`config.mk`:
```
export PLATFORM = sky130hd
export DESIGN_NAME = text_console_cursor
export DESIGN_NICKNAME = d
export VERILOG_FILES = /design/src/rtl/tcc_pkg.sv /design/src/rtl/tcc_ctrl.sv /design/src/rtl/tcc_dp.sv /design/src/rtl/text_console_cursor.sv
export SDC_FILE = /design/constraint.sdc
export NUM_CORES = 1
export LEC_CHECK = 0
export BUFFER_PORTS_ARGS = -buffer_cell sky130_fd_sc_hd__buf_2
export CAP_MARGIN = 20
export CORE_ASPECT_RATIO = 1.5
export CORE_MARGIN = 4
export CORE_UTILIZATION = 45
export DETAILED_ROUTE_END_ITERATION = 12
export PLACE_DENSITY = 0.66
export RECOVER_POWER = 25
export SYNTH_ARGS = -nofsm -noshare
export SYNTH_HDL_FRONTEND = slang
export SYNTH_SLANG_ARGS = --single-unit
```
`constraint.sdc`:
```
create_clock -name clock -period 4.8 [get_ports clock]
set_input_delay 0.24 -clock clock [delete_from_list [all_inputs] [get_ports clock]]
set_output_delay 0.24 -clock clock [all_outputs]
set_load 0.1 [all_outputs]
```
`src/rtl/tcc_pkg.sv`:
```
// Shared types, constants and cursor arithmetic for the text console cursor.
`default_nettype none
package tcc_pkg;

   localparam int MAX_COLUMNS = 256;
   localparam int MAX_ROWS    = 128;
   localparam int COL_LIMIT   = (MAX_COLUMNS < 256) ? MAX_COLUMNS : 256;
   localparam int ROW_LIMIT   = (MAX_ROWS < 128) ? MAX_ROWS : 128;

   localparam logic [7:0] CH_BACKSPACE = 8'h08;
   localparam logic [7:0] CH_TAB       = 8'h09;
   localparam logic [7:0] CH_NEWLINE   = 8'h0A;
   localparam logic [7:0] CH_SPACE     = 8'h20;
   localparam logic [3:0] TAB_STOP     = 4'd8;

   localparam logic [1:0] REG_TEXT_COLUMNS = 2'd0;
   localparam logic [1:0] REG_TEXT_ROWS    = 2'd1;

   localparam logic [8:0] COLUMNS_RESET = 9'd128;
   localparam logic [7:0] ROWS_RESET    = 8'd48;

   typedef enum logic {
      ST_IDLE,
      ST_RUN
   } state_type;

   typedef struct packed {
      logic load;
      logic emit;
   } cmd_type;

   typedef struct packed {
      logic is_newline;
      logic out_free;
      logic last;
   } status_type;

   typedef struct packed {
      logic [7:0] col;
      logic [6:0] row;
   } cursor_type;

   function automatic logic [8:0] eff_columns(input logic [8:0] cols);
      logic [8:0] c;
      c = cols;
      if (c == 9'd0) begin
         c = 9'd1;
      end
      if (c > 9'(COL_LIMIT)) begin
         c = 9'(COL_LIMIT);
      end
      return c;
   endfunction

   function automatic logic [7:0] eff_rows(input logic [7:0] rows);
      logic [7:0] r;
      r = rows;
      if (r == 8'd0) begin
         r = 8'd1;
      end
      if (r > 8'(ROW_LIMIT)) begin
         r = 8'(ROW_LIMIT);
      end
      return r;
   endfunction

   // bounds check: x and y may be one past range
   function automatic cursor_type settle(input logic [8:0] x, input logic [7:0] y,
                                         input logic [8:0] effc, input logic [7:0] effr);
      cursor_type res;
      logic [8:0] nx;
      logic [7:0] ny;
      nx = x;
      ny = y;
      if (nx >= effc) begin
         ny = ny + 8'd1;
         nx = 9'd0;
      end
      if (ny >= effr) begin
         ny = 8'd0;
      end
      res.col = nx[7:0];
      res.row = ny[6:0];
      return res;
   endfunction

endpackage
`default_nettype wire

```
`src/rtl/tcc_ctrl.sv`:
```
// Controller state machine: request intake and cell write sequencing.
`default_nettype none
module tcc_ctrl (
   input  wire                 clock,
   input  wire                 reset,
   input  wire                 req_valid,
   output logic                req_stall,
   input  tcc_pkg::status_type status,
   output tcc_pkg::cmd_type    cmd
);
   import tcc_pkg::*;

   state_type state_ff, state_in;

   always_ff @(posedge clock) begin
      if (reset) begin
         state_ff <= ST_IDLE;
      end else begin
         state_ff <= state_in;
      end
   end

   always_comb begin
      state_in = state_ff;
      unique case (state_ff)
         ST_IDLE: begin
            if (req_valid && !status.is_newline) begin
               state_in = ST_RUN;
            end
         end
         ST_RUN: begin
            if (status.out_free && status.last) begin
               state_in = ST_IDLE;
            end
         end
         default: state_in = ST_IDLE;
      endcase
   end

   always_comb begin
      req_stall = 1'b1;
      cmd       = '0;
      unique case (state_ff)
         ST_IDLE: begin
            req_stall = 1'b0;
            cmd.load  = req_valid;
         end
         ST_RUN: begin
            cmd.emit = status.out_free;
         end
         default: req_stall = 1'b1;
      endcase
   end

endmodule
`default_nettype wire

```
`src/rtl/tcc_dp.sv`:
```
// Datapath: grid registers, cursor, request holding and cell write output register.
`default_nettype none
module tcc_dp (
   input  wire                 clock,
   input  wire                 reset,
   input  tcc_pkg::cmd_type    cmd,
   output tcc_pkg::status_type status,
   input  wire                 csr_valid,
   input  wire  [1:0]          csr_index,
   input  wire  [8:0]          csr_wdata,
   input  wire  [7:0]          req_char_code,
   input  wire  [31:0]         req_fore_color,
   input  wire  [31:0]         req_back_color,
   input  wire                 req_end_of_text,
   output logic                rsp_valid,
   input  wire                 rsp_stall,
   output logic [7:0]          rsp_cell_glyph,
   output logic [7:0]          rsp_cell_column,
   output logic [6:0]          rsp_cell_row,
   output logic [31:0]         rsp_cell_fore,
   output logic [31:0]         rsp_cell_back,
   output logic                rsp_run_last,
   output logic                rsp_text_done
);
   import tcc_pkg::*;

   logic [8:0]  cols_ff;
   logic [7:0]  rows_ff;
   logic [7:0]  col_ff;
   logic [6:0]  row_ff;
   logic [7:0]  glyph_ff;
   logic [31:0] fore_ff;
   logic [31:0] back_ff;
   logic        eot_ff;
   logic        adv_ff;
   logic [3:0]  count_ff;
   logic        rsp_valid_ff;
   logic [7:0]  out_glyph_ff;
   logic [7:0]  out_col_ff;
   logic [6:0]  out_row_ff;
   logic [31:0] out_fore_ff;
   logic [31:0] out_back_ff;
   logic        out_last_ff;
   logic        out_done_ff;

   logic [8:0]  effc;
   logic [7:0]  effr;
   logic        is_bs;
   logic        is_tab;
   cursor_type  nl_cur;
   cursor_type  bs_cur;
   cursor_type  step_cur;

   assign effc  = eff_columns(cols_ff);
   assign effr  = eff_rows(rows_ff);
   assign is_bs  = (req_char_code == CH_BACKSPACE);
   assign is_tab = (req_char_code == CH_TAB);

   assign status.is_newline = (req_char_code == CH_NEWLINE);
   assign status.out_free   = !rsp_valid_ff || !rsp_stall;
   assign status.last       = (count_ff == 4'd1);

   assign nl_cur   = settle(9'd0, {1'b0, row_ff} + 8'd1, effc, effr);
   assign step_cur = settle({1'b0, col_ff} + {8'd0, adv_ff}, {1'b0, row_ff}, effc, effr);

   always_comb begin
      bs_cur.col = col_ff - 8'd1;
      bs_cur.row = row_ff;
      if (col_ff == 8'd0) begin
         bs_cur.col = 8'(effc - 9'd1);
         bs_cur.row = (row_ff == 7'd0) ? 7'(effr - 8'd1) : row_ff - 7'd1;
      end
   end

   always_ff @(posedge clock) begin
      if (reset) begin
         cols_ff <= COLUMNS_RESET;
         rows_ff <= ROWS_RESET;
      end else if (csr_valid) begin
         if (csr_index == REG_TEXT_COLUMNS) begin
            cols_ff <= csr_wdata;
         end else if (csr_index == REG_TEXT_ROWS) begin
            rows_ff <= csr_wdata[7:0];
         end
      end
   end

   always_ff @(posedge clock) begin
      if (reset) begin
         col_ff <= '0;
         row_ff <= '0;
      end else if (cmd.load && status.is_newline) begin
         col_ff <= nl_cur.col;
         row_ff <= nl_cur.row;
      end else if (cmd.load && is_bs) begin
         col_ff <= bs_cur.col;
         row_ff <= bs_cur.row;
      end else if (cmd.emit) begin
         col_ff <= step_cur.col;
         row_ff <= step_cur.row;
      end
   end

   always_ff @(posedge clock) begin
      if (cmd.load) begin
         glyph_ff <= (is_bs || is_tab) ? CH_SPACE : req_char_code;
         fore_ff  <= req_fore_color;
         back_ff  <= req_back_color;
         eot_ff   <= req_end_of_text;
         adv_ff   <= !is_bs;
         count_ff <= is_tab ? TAB_STOP - {1'b0, col_ff[2:0]} : 4'd1;
      end else if (cmd.emit) begin
         count_ff <= count_ff - 4'd1;
      end
   end

   always_ff @(posedge clock) begin
      if (reset) begin
         rsp_valid_ff <= 1'b0;
      end else if (cmd.emit) begin
         rsp_valid_ff <= 1'b1;
      end else if (!rsp_stall) begin
         rsp_valid_ff <= 1'b0;
      end
   end

   always_ff @(posedge clock) begin
      if (cmd.emit) begin
         out_glyph_ff <= glyph_ff;
         out_col_ff   <= col_ff;
         out_row_ff   <= row_ff;
         out_fore_ff  <= fore_ff;
         out_back_ff  <= back_ff;
         out_last_ff  <= status.last;
         out_done_ff  <= status.last && eot_ff;
      end
   end

   assign rsp_valid       = rsp_valid_ff;
   assign rsp_cell_glyph  = out_glyph_ff;
   assign rsp_cell_column = out_col_ff;
   assign rsp_cell_row    = out_row_ff;
   assign rsp_cell_fore   = out_fore_ff;
   assign rsp_cell_back   = out_back_ff;
   assign rsp_run_last    = out_last_ff;
   assign rsp_text_done   = out_done_ff;

endmodule
`default_nettype wire

```
`src/rtl/text_console_cursor.sv`:
```
// Top level of the text console cursor: controller plus datapath.
// Each request is one character byte with its colors; the block tracks a cursor on a
// text_columns x text_rows grid (registers 0 and 1, reset 128 and 48, clamped to 1..256
// and 1..128) and turns the byte into zero to eight cell writes. Newline only moves the
// cursor and writes nothing; a printable byte or backspace takes an intake step plus one
// cell write; a tab takes an intake step plus one cell write for each of its N = 1..8
// spaces. The single output register issues one cell write per cycle unless rsp_stall
// holds it. A new request is taken once the previous one's last cell write sits in the
// output register. Cursor moves wrap to row 0 past the last row; there is no scrolling.
`default_nettype none
module text_console_cursor (
   input  wire         clock,
   input  wire         reset,
   input  wire         csr_valid,
   output logic        csr_ready,
   input  wire  [1:0]  csr_index,
   input  wire  [8:0]  csr_wdata,
   input  wire         req_valid,
   output logic        req_stall,
   input  wire  [7:0]  req_char_code,
   input  wire  [31:0] req_fore_color,
   input  wire  [31:0] req_back_color,
   input  wire         req_end_of_text,
   output logic        rsp_valid,
   input  wire         rsp_stall,
   output logic [7:0]  rsp_cell_glyph,
   output logic [7:0]  rsp_cell_column,
   output logic [6:0]  rsp_cell_row,
   output logic [31:0] rsp_cell_fore,
   output logic [31:0] rsp_cell_back,
   output logic        rsp_run_last,
   output logic        rsp_text_done
);
   import tcc_pkg::*;

   cmd_type    cmd;
   status_type status;

   assign csr_ready = 1'b1;

   tcc_ctrl u_ctrl (
      .clock     (clock),
      .reset     (reset),
      .req_valid (req_valid),
      .req_stall (req_stall),
      .status    (status),
      .cmd       (cmd)
   );

   tcc_dp u_dp (
      .clock           (clock),
      .reset           (reset),
      .cmd             (cmd),
      .status          (status),
      .csr_valid       (csr_valid && csr_ready),
      .csr_index       (csr_index),
      .csr_wdata       (csr_wdata),
      .req_char_code   (req_char_code),
      .req_fore_color  (req_fore_color),
      .req_back_color  (req_back_color),
      .req_end_of_text (req_end_of_text),
      .rsp_valid       (rsp_valid),
      .rsp_stall       (rsp_stall),
      .rsp_cell_glyph  (rsp_cell_glyph),
      .rsp_cell_column (rsp_cell_column),
      .rsp_cell_row    (rsp_cell_row),
      .rsp_cell_fore   (rsp_cell_fore),
      .rsp_cell_back   (rsp_cell_back),
      .rsp_run_last    (rsp_run_last),
      .rsp_text_done   (rsp_text_done)
   );

endmodule
`default_nettype wire
```
==> impl_metrics.ini <==
[logic_synthesis]
post-synth-top-area-cell = edfxtp_1
yosysMostFrequentCell = edfxtp_1
synth_cells = 599
syn_nets = 723
synth_warnings = 0
synth_area_leaders = edfxtp_1 60%, dfxtp_1 8.1%, ha_1 5.2%, nand2_1 2.2%, nor2_1 2.0%
synth_top_cells_by_count = 167 x edfxtp_1, 49 x nand2_1, 45 x nor2_1, 35 x ha_1, 34 x dfxtp_1
synth_top_area_frac = 0.598
async_flop_share = 0
synth_cell_type_count = 65
synth_edf_count = 167
avgSynthCellArea_um2 = 14.0
ys_ff_latch = 201
synth_top_flop_cell = edfxtp_1
ys_seq_area_frac = 0.679
netlist_area_um2 = 8380

[setup_path]
cp-start-kind = flip-flop
max_stage_delay_ns = 0.42
path_max_fanout = 8
crit_arrival_ns = 4.83
path_class = flip-flop to flip-flop
path_cells = ha_1 > ha_1 > nand3_1 > nor2_2 > xor2_1 > ha_1 > a21oi_1 > o221ai_1 > a221oi_2 > buf_4 > nor2_1 > xor2_1 > ha_1 > nand2_1 > nor3_1 > o31ai_1 > and2_2 > a21o_4 > a221oi_1 > a211oi_1
end_kind = flip-flop
worstPathRequired_ns = 5.13
cpMostUsedCell = ha_1
slowest_stage = dfxtp_1

[pwr]
netSwitchingPower_mw = 1.25
irDropWorstVdd_mv = 0.274
total_power_mw = 4.33
p_int_mw = 3.08
seqPwrFrac = 0.478
power_frac_clock = 0.339
power_density_nw_per_um2 = 401
swShare = 0.288
comb_power_share = 0.182
power_leakage_nw = 4.29

[cts]
clockBufferDepth = 3
htreeDepth = 1
clock-sinks = 201
cts_root_buf = clkbuf_16
cts_buffers = 19
clk_pin_slew_ns = 0.07
cts_tree = yes
clock_latency_ns = 0.47
cts_setup_buffers = 0

[floorplan]
core.rowCount = 60
dieHeight_um = 175
dieArea_um2 = 20900
core_area_um2 = 18100
initial_core_util = 0.463
ios = 181
die_w_um = 119

[final_layout]
layout.cells.non_filler = 1106
area_growth_pct = 28.7
fill_cells = 1448
nNetsFinal = 970
postLayoutCoreUtil = 0.597
drive_gt1_frac = 0.268
antenna_cells = 0

[sta]
tightest_slew_ns = 0.980
min_period_ns = 4.50
setup_viol = 0
hold-worst-slack_ns = 0.0190
max_freq_ghz = 0.222
clock_skew_ns = 0.00926
slew_violations = 0
setup_tns_ns = 0
rsz0062_at_grt = no
hold_viol = 0
timing.slew.headroom = 0.346
finalCritPeriodShare = 0.937

[detailed_routing]
vias = 5729
routed_wl_mm = 20.3
drc_errors = 0
ant_nets = 0
detail_route.vias_per_cell = 5.18
post_drt_wl_per_cell_um = 18.3
first_pass_iters = 4
drt-initial-drc-count = 448

[placed_design]
dp_cells = 1004
port_buffers = 179
dp_hpwl_mm = 13.7
gp_congestion = 0.906

[global_route]
grt.overflow.total = 0
grt_start_max_net_pins = 79
grt.total_usage = 0.191
grt_pass1_vias = 6005
grt_pass1_wl_mm = 32.1
antenna_found_initial = 2

[run]
drv_cap = 0

[min_path]
hp-class = input pin to flip-flop

[run_status]
status = complete, no violations
[state kept, by name, indices dropped and copies added (netlist names)]
register / count
u_dp.back_ff: 32
u_dp.fore_ff: 32
u_dp.rsp_cell_back: 32
u_dp.rsp_cell_fore: 32
u_dp.cols_ff: 9
u_dp.col_ff: 8
u_dp.glyph_ff: 8
u_dp.rows_ff: 8
u_dp.rsp_cell_column: 8
u_dp.rsp_cell_glyph: 8
u_dp.row_ff: 7
u_dp.rsp_cell_row: 7
u_dp.count_ff: 4
u_ctrl.state_ff: 1
u_dp.adv_ff: 1
u_dp.eot_ff: 1
u_dp.rsp_run_last: 1
u_dp.rsp_text_done: 1
u_dp.rsp_valid: 1
[layout make-up]
| class | instances | area [um^2] | area share |
|---|---|---|---|
| Sequential cell | 201 | 5700 | 0.528 |
| Multi-Input combinational cell | 349 | 2460 | 0.228 |
| Timing Repair Buffer | 256 | 1630 | 0.151 |
| Clock buffer | 25 | 551 | 0.0510 |
| Tap cell | 248 | 310 | 0.0288 |
| Inverter | 19 | 73.8 | 0.00684 |
| Clock inverter | 8 | 67.6 | 0.00626 |
[layer usage]
layer / track usage / vias to the layer above / wire length [um]
met5: 0 / - / 25
met4: 0.0540 / 4 / 507
met3: 0.0359 / 42 / 1440
met2: 0.342 / 238 / 10300
met1: 0.234 / 2727 / 8020
li1: - / 2718 / -
[power groups by stage]
| stage | Sequential [mW] | Combinational [mW] | Clock, mW |
|---|---|---|---|
| detailed placement | 2.10 | 0.742 | 0 |
| floorplan | 2.46 | 0.234 | 0 |
| global route | 2.08 | 0.833 | 1.59 |
| finish | 2.07 | 0.789 | 1.47 |
| global placement | 2.10 | 0.732 | 0 |
| CTS | 2.07 | 0.789 | 1.50 |
[per-stage QoR]
stage                     cell area (um^2)  setup slack [ns]
after floorplan                       8380             0.720
after global placement                9490             0.566
after detailed placement              9490             0.395
after CTS                            10800             0.382
after global routing                 10800           0.00672
final                                10800             0.302
[repair_timing]
| action | 4_1_cts | 5_1_grt |
|---|---|---|
| setup endpoints to repair | 0 | 4 |
| hold endpoints to repair | 69 | 0 |
| hold buffers | 69 | 0 |
| resized for setup | 0 | 2 |
[cell families after synthesis]
group / share of synthesized area
simple gates: 0.105
fa+ha+maj: 0.0522
buf+inv: 0.0273
xor+xnor: 0.0293
flops: 0.679
mux: 0.0173
other cells: 0.000447
compound gates: 0.0888
[cells in the final DEF, fill, tap and decap left out, drive strengths merged, types with 8 or more instances in the layout]
| master | n |
|---|---|
| nand2 | 50 |
| o21ai | 13 |
| a21oi | 29 |
| a211oi | 11 |
| and2 | 8 |
| nor3 | 15 |
| nand3 | 14 |
| buf | 176 |
| mux2i | 13 |
| nor2 | 45 |
| dlygate4sd3 | 69 |
| clkbuf | 36 |
| inv | 17 |
| xnor2 | 19 |
| edfxtp | 167 |
| a221oi | 11 |
| xor2 | 9 |
| ha | 35 |
| clkinv | 9 |
| dfxtp | 34 |
[worst paths after layout]
path         slack (ns)                               end                   startpoint  depth (start not counted)
max                0.30       u_dp.row_ff[1]$_SDFFE_PP0P_  u_dp.col_ff[0]$_SDFFE_PP0P_                         20
max reg2reg        0.30       u_dp.row_ff[1]$_SDFFE_PP0P_  u_dp.col_ff[0]$_SDFFE_PP0P_                         20
min reg2reg        0.41  u_dp.rsp_cell_fore[10]$_DFFE_PP_   u_dp.fore_ff[10]$_DFFE_PP_                          0
min                0.02      u_dp.cols_ff[8]$_SDFFE_PP0P_                 csr_wdata[8]                          3
[critical path, delay by kind of cell, from the launching register on]
kind	cells	cell delay (ns)
XOR/XNOR	2	0.35
adder cells (fa/ha/maj)	4	1.03
AO/OA/AOI/OAI	7	1.42
AND/OR/NAND/NOR	6	0.94
flip-flops	1	0.42
buffers and inverters	1	0.21
Power figures use the tool's default switching activity.
